===== config.mk =====
export PLATFORM = sky130hd
export DESIGN_NAME = sfm_cell
export DESIGN_NICKNAME = d
export VERILOG_FILES = /design/src/rtl/sfm_pkg.sv /design/src/rtl/sfm_cell.sv
export SDC_FILE = /design/constraint.sdc
export NUM_CORES = 1
export LEC_CHECK = 0
export ABC_AREA = 1
export BUFFER_PORTS_ARGS = -buffer_cell sky130_fd_sc_hd__buf_2
export CAP_MARGIN = 0
export CELL_PAD_IN_SITES_DETAIL_PLACEMENT = 1
export CELL_PAD_IN_SITES_GLOBAL_PLACEMENT = 1
export CORE_MARGIN = 1
export CORE_UTILIZATION = 32
export CTS_CLUSTER_DIAMETER = 60
export CTS_CLUSTER_SIZE = 16
export DETAILED_ROUTE_END_ITERATION = 10
export PLACE_DENSITY_LB_ADDON = 0.1
export SYNTH_ARGS = -nofsm -noshare
export SYNTH_HDL_FRONTEND = slang
export SYNTH_SLANG_ARGS = --single-unit

===== constraint.sdc =====
create_clock -name clock -period 7.5 [get_ports clock]
set_input_delay 0.75 -clock clock [delete_from_list [all_inputs] [get_ports clock]]
set_output_delay 0.75 -clock clock [all_outputs]
set_load 0.01 [all_outputs]

===== src/rtl/sfm_pkg.sv =====
// sorted fragment map package: sizes, operation codes, cell command and entry types
// used by every module of the sorted fragment map, depends on nothing
`timescale 1ns / 1ps

package sfm_pkg;

   localparam int CAPACITY = 64;
   localparam int IDX_W    = (CAPACITY > 1) ? $clog2(CAPACITY) : 1;
   localparam int CNT_W    = $clog2(CAPACITY + 1);
   localparam int KEY_W    = 32;
   localparam int SIZE_W   = 32;
   localparam int FTYPE_W  = 8;
   localparam int TOTAL_W  = 64;
   localparam int FUNC_W   = 2;
   localparam int REQ_DATA_W = 72;
   localparam int RSP_DATA_W = 88;

   typedef enum logic [FUNC_W-1:0] {
      FUNC_LOOKUP = 2'd0,
      FUNC_INSERT = 2'd1,
      FUNC_EVICT  = 2'd2
   } func_type;

   typedef enum logic [1:0] {
      ST_IDLE,
      ST_COMPARE,
      ST_REDUCE,
      ST_UPDATE
   } state_type;

   typedef struct packed {
      logic [KEY_W-1:0]   key;
      logic [SIZE_W-1:0]  size;
      logic [FTYPE_W-1:0] frag_type;
   } entry_type;

   typedef struct packed {
      logic      compare;
      logic      insert_new;
      logic      set_type;
      logic      remove;
      entry_type data;
   } cell_cmd_type;

endpackage


===== src/rtl/sfm_cell.sv =====
// sorted fragment map cell: one table entry with its key compare flags
// shifts entries to and from its neighbors, depends on sfm_pkg
`timescale 1ns / 1ps

module sfm_cell (
   input  logic                      clock,
   input  sfm_pkg::cell_cmd_type     cmd,
   input  logic [sfm_pkg::IDX_W-1:0] cell_index,
   input  logic [sfm_pkg::CNT_W-1:0] used_count,
   input  sfm_pkg::entry_type        left_entry,
   input  logic                      left_lt,
   input  sfm_pkg::entry_type        right_entry,
   output sfm_pkg::entry_type        entry,
   output logic                      lt,
   output logic                      eq
);
   import sfm_pkg::*;

   entry_type entry_ff, entry_in;
   logic      lt_ff, lt_in;
   logic      eq_ff, eq_in;
   logic      valid;

   assign valid = CNT_W'(cell_index) < used_count;

   always_comb begin
      lt_in    = lt_ff;
      eq_in    = eq_ff;
      entry_in = entry_ff;
      if (cmd.compare) begin
         lt_in = valid && (entry_ff.key < cmd.data.key);
         eq_in = valid && (entry_ff.key == cmd.data.key);
      end
      if (cmd.insert_new) begin
         if (!lt_ff) begin
            entry_in = left_lt ? cmd.data : left_entry;
         end
      end else if (cmd.remove) begin
         if (!lt_ff) begin
            entry_in = right_entry;
         end
      end else if (cmd.set_type) begin
         if (eq_ff) begin
            entry_in.frag_type = cmd.data.frag_type;
         end
      end
   end

   always_ff @(posedge clock) begin
      entry_ff <= entry_in;
      lt_ff    <= lt_in;
      eq_ff    <= eq_in;
   end

   assign entry = entry_ff;
   assign lt    = lt_ff;
   assign eq    = eq_ff;

endmodule


Word-level counts from Yosys, hierarchy flattened
Index checks and enable logic that the tools add are counted.
W data, S select, Z words.

storage, ports and cells
  flip-flop bits (word level) = 74
  bits of input ports = 235
  word-level logic and storage cells = 26

operators by class
  $lt $le $gt $ge = 2
  eq/ne operators = 3
  muxes and demuxes = 8
  bitwise logic cells = 1
  reduce and logical (&&, ||, !) cells = 7

operator list
  kind                  count
  $mux W72              4
  $mux W64              1
  $eq A32 B32 Y1        1
  $lt A32 B32 Y1        1
  $mux W8               3
  $lt A6 B7 Y1          1
  $reduce_bool A3 Y1    2
  $ne A2 B2 Y1 const B  2
  $reduce_and A4 Y1     1
  $logic_and A1 B1 Y1   2
  $reduce_and A2 Y1     1
  $reduce_bool A2 Y1    1
  $not A1 Y1            1

Logic depth before layout (Yosys ltp)
Gate-level depths: netlist of run 1.

  depth in word-level cells = 4
  depth in mapped cells = 12
  depth with buffers taken out = 12

Worst setup path before layout of run 1
OpenSTA, ideal clock, no wires.

  path kind = input port to flip-flop
  start = input cmd[72] in the netlist's numbering
  end = register entry_ff (netlist bit entry[0]) (enable)
  setup time = 0.320 ns
  data arrival time = 4.168 ns
  setup slack = 3.012 ns
  stages = 4
  cell sequence = buf_2 > nor2_1 > nor2_1 > a31o_2

between the ends
  word-level cells in the longest chain between the ends = 2
  elaborated cells on any way between the ends = 4
  classes of those cells = 1 x eq/ne; 3 x reduce/logical

ends and longest elaborated chain
  element                                                              line            source
  start: declaration                                                   sfm_cell.sv:7   input sfm_pkg::cell_cmd_type cmd,
  $ne A2 B2 Y1 (no source line) or $reduce_bool A3 Y1 (tied branches)  -
  $reduce_and A4 Y1 (no source line) (*)                               -
  end signal: assignment                                               sfm_cell.sv:50  entry_ff <= entry_in;
  end: declaration                                                     sfm_cell.sv:19  entry_type entry_ff, entry_in;

Mark *: on every way between the ends. The rest lies on a longest branch, timed or not.
A chain may end at the register's enable or synchronous reset.

Worst setup path after layout of run 1
  start = input cmd[74] in the netlist's numbering
  end = register entry_ff (netlist bit entry[17]) (enable)

between the ends
  word-level cells in the longest chain between the ends = 2

ends and longest elaborated chain
  element
  $reduce_bool A2 Y1 (no source line)
  $reduce_and A2 Y1 (no source line)

No other way between the ends.

==> metrics, run 1 <==
worst hold-check path type=input port to flip-flop; Fin. Hold Viols=0; cell row count=44; RSZ-0062 raised after global routing=false; Simple-Gate Fraction of Synth Area=0.176; Fmax=~350 MHz; main combinational cell family by area after synthesis=compound AO/OA/AOI/OAI gates; DRC viols=0; All-Layer GR Usage=0.227; Power Density=181 nW/um2; full die area=15300 um2; Yosys reg bits=74; Flop pwr share=0.439; Post-synth EDFFs=74; share of cells above drive strength 1=0.383; number of port buffers=308; r2r startpoint=lt; Clock Path Buffers=2; Final Routed Wirelength=17700 um; die width=124 um; worst slew pin tran=0.724 ns; routability cong.=0.778; clock power share=0.313; Synth Area in XOR/XNOR=0; Worst Hold Depth=1; via count=5236; Mapped Nets=851; Layout Area Growth over Synthesis=40.5%; slew margin rel.=0.517; r2r setup slk=5.52 ns; Comb power frac=0.248; internal cell power=0.854 mW; Compound-Gate Fraction of Synth Area=0.186; Leakage Power=3.33 nW; vias in the first global route=5301; first-pass GRT wire length=around 26000 um; worst vdd ir=roughly 0.086 mV; H-Tree Level Count=3; post-synthesis mux area share=0; synth unique cells=23; adder-cell share of the synthesized area=0.0974; hold slack=about 0.64 ns; Setup Crit Path Kind=input port to flip-flop; Post-Syn Instances=579; reg-to-reg critical path endpoint=entry[17]; post-route antenna net violation count=0; CP arrival=roughly 2.8 ns; GRT Residual Overflow=0; Yosys warning count=0; Startpoint Class=input port; Synth area leaders=edfxtp_1 (47%), ha_1 (9.7%), o21ai_0 (8.7%); initial DRC count=~180; Worst Hold Launch=cmd[75]; mapped cell area=approximately 4800 um2; worst-path fanout max=74; io pins=309; Final Cycle Share=0.378; final core occ=0.459; clk root buf=clkbuf_16; CTS Buf Count=9; post-CTS setup buffer count=0; hold-fix buffer count after cts=0; Clock Latency Late Sink=0.33 ns; Max Slew Vio Count=0; iteration count of the initial detailed-routing pass=4; Net Sw Power=0.354 mW; Clock transition at path regs=approximately 0.050 ns; initial antenna violation count=4; CTS Sinks=74; post-route insts no fill=1062; post-route minimum period=2.83 ns; Tot Pwr=1.21 mW; final setup violation count=0; status=finished clean; post_cts resized=0; largest net degree at the start of global routing=75; most frequent cells in the layout=buf_2 (308), nand2_1 (107), nor2_1 (94), o21ai_0 (83), edfxtp_1 (74); Core ar.=14500 um2; MaxCap Viol Count=0; dpl cells=approximately 1000; post-synthesis sequential area ratio=0.468; ys flop type=edfxtp_1; most common cell after layout, fill and taps aside=buf_2; Via density=4.93; DR WL/cell=16.7 um; share of the synthesized area in the top cell type=0.468; nets@finish=between 1000 and 1500; Yosys top cell by area=edfxtp_1; Hold EP=eq; sw frac=0.293; Reg2Reg Depth=2; post-DP HPWL=~14000 um; Initial Utilization=0.327; setup tns final=0 ns; syn avg cell area=8.21 um2; WP data required=7.46 ns; kind of end point of the critical path=flip-flop; CTS tree=built; chip height=124 um; async set-or-reset flop fraction in the synthesized netlist=0; clk_skew=~0.0067 ns
routing by layer:
metal  track usage  up-vias  wire length [um]
met4         0.102        2               407
met1         0.243     2448              6700
met5             0        -                10
met3        0.0627       25              1440
met2         0.413      207              9160
li1              -     2554                 -
area by class of cell:
cell class / count / area, um2
fill: 1849 / 7860
sequential: 74 / 2220
multi-input combinational: 422 / 2190
timing repair buffer: 313 / 1580
tap: 184 / 230
clock buffer: 9 / 225
inverter: 52 / 195
clock inverter: 5 / 23.8
antenna: 3 / 7.51
power groups by stage:
stage               Sequential [mW]  Clock [mW]  Combinational (mW)
floorplan                     0.561           0               0.130
global placement              0.537           0               0.296
global route                  0.534       0.405               0.338
detailed placement            0.538           0               0.305
CTS                           0.530       0.388               0.306
finish                        0.530       0.378               0.300
Yosys cell counts, types with 3 or more instances:
cell type	n
clkbuf_1	7
o21ai_0	83
nor2_1	95
a21oi_1	14
o21ai_1	62
buf_2	23
inv_1	50
edfxtp_1	74
a21o_1	3
ha_1	37
o22ai_1	8
nand2_1	107
nand3_1	3
how the worst max path moves through the flow:
stage | from | cells past startpoint | endpoint | slack (ns)
after floorplan | cmd[72] | 4 | entry[0] | 3.01
after global placement | cmd[74] | 5 | entry[14] | 4.38
final | cmd[74] | 5 | entry[17] | 4.67
after global routing | cmd[74] | 5 | entry[12] | 4.51
after CTS | cmd[74] | 5 | entry[17] | 4.64
after detailed placement | cmd[74] | 5 | entry[9] | 4.28
worst max-delay path: stages:
cell,delay (ns)
buf_2,0.08
buf_4,0.57
nor2_1,0.21
nor2_4,0.49
buf_4,0.63
registers in the layout (all words and copies together) (netlist names):
signal	count
entry	72
eq	1
lt	1
stage by stage:
| stage | setup WS (ns) | cell area, um2 |
|---|---|---|
| after floorplan | 3.01 | 4750 |
| after global placement | 4.38 | 6420 |
| after detailed placement | 4.28 | 6420 |
| after CTS | 4.64 | 6670 |
| after global routing | 4.51 | 6670 |
| final | 4.67 | 6680 |
logic make-up after synthesis:
logic type                 after synthesis
and+or+nand+nor                        213
adders and majority gates               37
AOI/OAI and AO/OA                      172
buffers and inverters                   83
DFF                                     74
No activity file was read; power rests on OpenSTA's default activity.
==> run 2, diff against run 1 <==
--- a/config.mk
+++ b/config.mk
@@ -5,13 +5,13 @@
 export SDC_FILE = /design/constraint.sdc
 export NUM_CORES = 1
 export LEC_CHECK = 0
-export ABC_AREA = 1
+export ABC_AREA = 0
 export BUFFER_PORTS_ARGS = -buffer_cell sky130_fd_sc_hd__buf_2
 export CAP_MARGIN = 0
 export CELL_PAD_IN_SITES_DETAIL_PLACEMENT = 1
 export CELL_PAD_IN_SITES_GLOBAL_PLACEMENT = 1
 export CORE_MARGIN = 1
-export CORE_UTILIZATION = 32
+export CORE_UTILIZATION = 28
 export CTS_CLUSTER_DIAMETER = 60
 export CTS_CLUSTER_SIZE = 16
 export DETAILED_ROUTE_END_ITERATION = 10
==> constraint.sdc (replaced) <==
create_clock -name clock -period 2.4 [get_ports clock]
set_input_delay 0.24 -clock clock [delete_from_list [all_inputs] [get_ports clock]]
set_output_delay 0.24 -clock clock [all_outputs]
set_load 0.01 [all_outputs]
==> metrics, run 2 <==
status=finished clean; internal cell power=2.92 mW (+240%); filler instances=1975 (+6.8%); hold-fix buffer count after cts=0 (unchanged); worst-path cell chain=ha_1 -> nand4_1 -> or4_1 -> nand3b_4 -> o2111a_1; worst vdd ir=0.323 mV (+270%); Clock transition at path regs=0.06 ns (about the same); Post-synth top cells=a21oi_1 (85), edfxtp_1 (74), mux2i_1 (72); Final Routed Wirelength=16500 um (-7.1%); post-route minimum period=between 2 and 2.5 ns; Core ar.=16500 um2 (+14%); top sig layer=met4; Layout Area Growth over Synthesis=44.7%; share of the synthesized area in the top cell type=0.470 (+0.00285); CP arrival=2.23 ns (-0.57 ns); routability cong.=0.801 (+2.9%); GRT Residual Overflow=0 (unchanged); DP Worst Slack=0.247 ns (-4.04 ns); chip height=132 um (+6.5%); ANT cells=0 (-3); Yosys top cell by area=edfxtp_1; Clock Path Buffers=2 (unchanged); CTS Sinks=74 (unchanged); Post-synth EDFFs=74 (unchanged); most frequent cells in the layout=buf_2 (306), a21oi_1 (85), edfxtp_1 (74), mux2i_1 (72), nor2_1 (66); Mapped Nets=726 (-15%); post-route insts no fill=979 (-7.8%); clk_skew=0.00512 ns (-0.00156 ns); CTS tree=built; All-Layer GR Usage=0.192 (-0.0351); initial DRC count=109 (-38%); most common cell after layout, fill and taps aside=buf_2; WL met2=8610 um (-6.1%); Final Cycle Share=0.889; worst slew pin tran=0.590 ns (-0.134 ns); full die area=17400 um2 (+13%); MaxCap Viol Count=0 (unchanged); Net Sw Power=1.12 mW (+220%); async set-or-reset flop fraction in the synthesized netlist=0 (unchanged); mapped cell area=4720 um2 (-0.61%); number of port buffers=308 (unchanged); RSZ-0062 raised after global routing=false; cell at the slowest stage of the critical path=or4_1; Post-Syn Instances=454 (-22%); H-Tree Level Count=3 (unchanged); setup tns final=0 ns (unchanged); die width=132 um (+6.5%); nets@finish=1026 (-10%); top-count cell post-synth=a21oi_1; ys flop type=edfxtp_1; post-CTS setup buffer count=0 (unchanged); Fmax=469 MHz; via count=4519 (-14%); vias in the first global route=4914 (-7.3%); initial antenna violation count=1 (-3); Synth area leaders=edfxtp_1 (47%), mux2i_1 (15%), ha_1 (9.8%); dpl cells=963 (-7.8%); Yosys reg bits=74 (unchanged); Initial Utilization=0.286 (-0.0411); crit path setup slack, layout=0.266 ns (-4.40 ns); Startpoint Class=flip-flop; CTS Buf Count=9 (unchanged); final setup violation count=0 (unchanged); max reg flops=72 (unchanged); syn avg cell area=10.4 um2 (+27%); slew margin rel.=0.607 (+0.0894); largest net degree at the start of global routing=145 (+93%); io pins=309 (unchanged); clock power share=0.368 (+0.055); metal3 WL=1350 um (-5.8%); worst-path fanout max=3 (-96%); post_cts resized=0 (unchanged); Leakage Power=3.42 nW (+2.7%); clk root buf=clkbuf_16; kind of end point of the critical path=flip-flop; cell row count=47 (+6.8%); Max Slew Vio Count=0 (unchanged); max incr delay on CP=0.58 ns (-0.05 ns); final core occ=0.414 (-0.0456); Yosys warning count=0 (unchanged); Via density=4.62 (-6.4%); sw frac=0.277 (-0.0162); DRC viols=0 (unchanged); M1 wire length=6250 um (-6.7%); Flop pwr share=0.406 (-0.033); WP data required=2.50 ns (-4.96 ns); worst hold-check path type=input port to flip-flop; post-synthesis sequential area ratio=0.470 (+0.00285); DR WL/cell=16.8 um (+0.80%); synth unique cells=25 (+8.7%); first-pass GRT wire length=25600 um (-1.6%); Fin. Hold Viols=0 (unchanged); post-DP HPWL=13200 um (-2.8%); Setup Crit Path Kind=flip-flop to flip-flop; Comb power frac=0.226 (-0.022); share of cells above drive strength 1=0.441 (+0.0585); post-route antenna net violation count=0 (unchanged); Clock Latency Late Sink=0.35 ns (+0.02 ns); iteration count of the initial detailed-routing pass=6 (+2); Power Density=590 nW/um2 (+230%)
==> run 2: through the flow <==
stage	hold WS [ns]	power [mW]	area, um2
after floorplan	0.352	2.12	4730
after global placement	0.469	2.56	6520
final	0.126	4.03	6840
after CTS	0.111	4.10	6840
after global routing	0.115	4.23	6840
after detailed placement	0.483	2.60	6520
==> run 2: path summary, 6_finish.rpt <==
check	startpoint	slack [ns]	cells past startpoint	endpoint
max	entry[71]	0.27	5	lt
min	cmd[75]	0.13	1	eq
max reg2reg	entry[71]	0.27	5	lt
min reg2reg	entry[71]	0.84	3	lt
==> run 2: power groups by stage <==
stage,clock [mW],sequential (mW),combinational [mW]
2_1_floorplan,0,1.72,0.398
3_3_place_gp,0,1.66,0.905
3_5_place_dp,0,1.67,0.929
4_1_cts,1.53,1.64,0.933
5_1_grt,1.56,1.65,1.02
6_report,1.48,1.64,0.911
==> run 2: cells by family after synthesis <==
group / share of synthesized area
buf+inv: 0.0519
mux: 0.153
simple gates: 0.0993
compound gates: 0.128
fa+ha+maj: 0.0980
flops: 0.470
==> run 2: critical path, delay by kind of cell (launching register included) <==
family	cells	cell delay, ns
DFF	1	0.39
AOI/OAI and AO/OA	1	0.25
adders and majority gates	1	0.31
and+or+nand+nor	3	0.94
==> run 2: metal layers <==
metal  GRT usage  vias to the layer above
li1            -                     2259
met1       0.199                     2056
met2       0.352                      184
met3      0.0677                       20
met4      0.0724                        0
met5           0                        -
==> run 2: area by class of cell <==
cell class	count	area [um2]	share of cell area
Clock inverter	7	91.3	0.0134
Clock buffer	9	225	0.0329
Sequential cell	74	2220	0.325
Tap cell	220	275	0.0403
Multi-Input combinational cell	317	2260	0.331
Timing Repair Buffer	314	1620	0.236
Inverter	38	143	0.0209
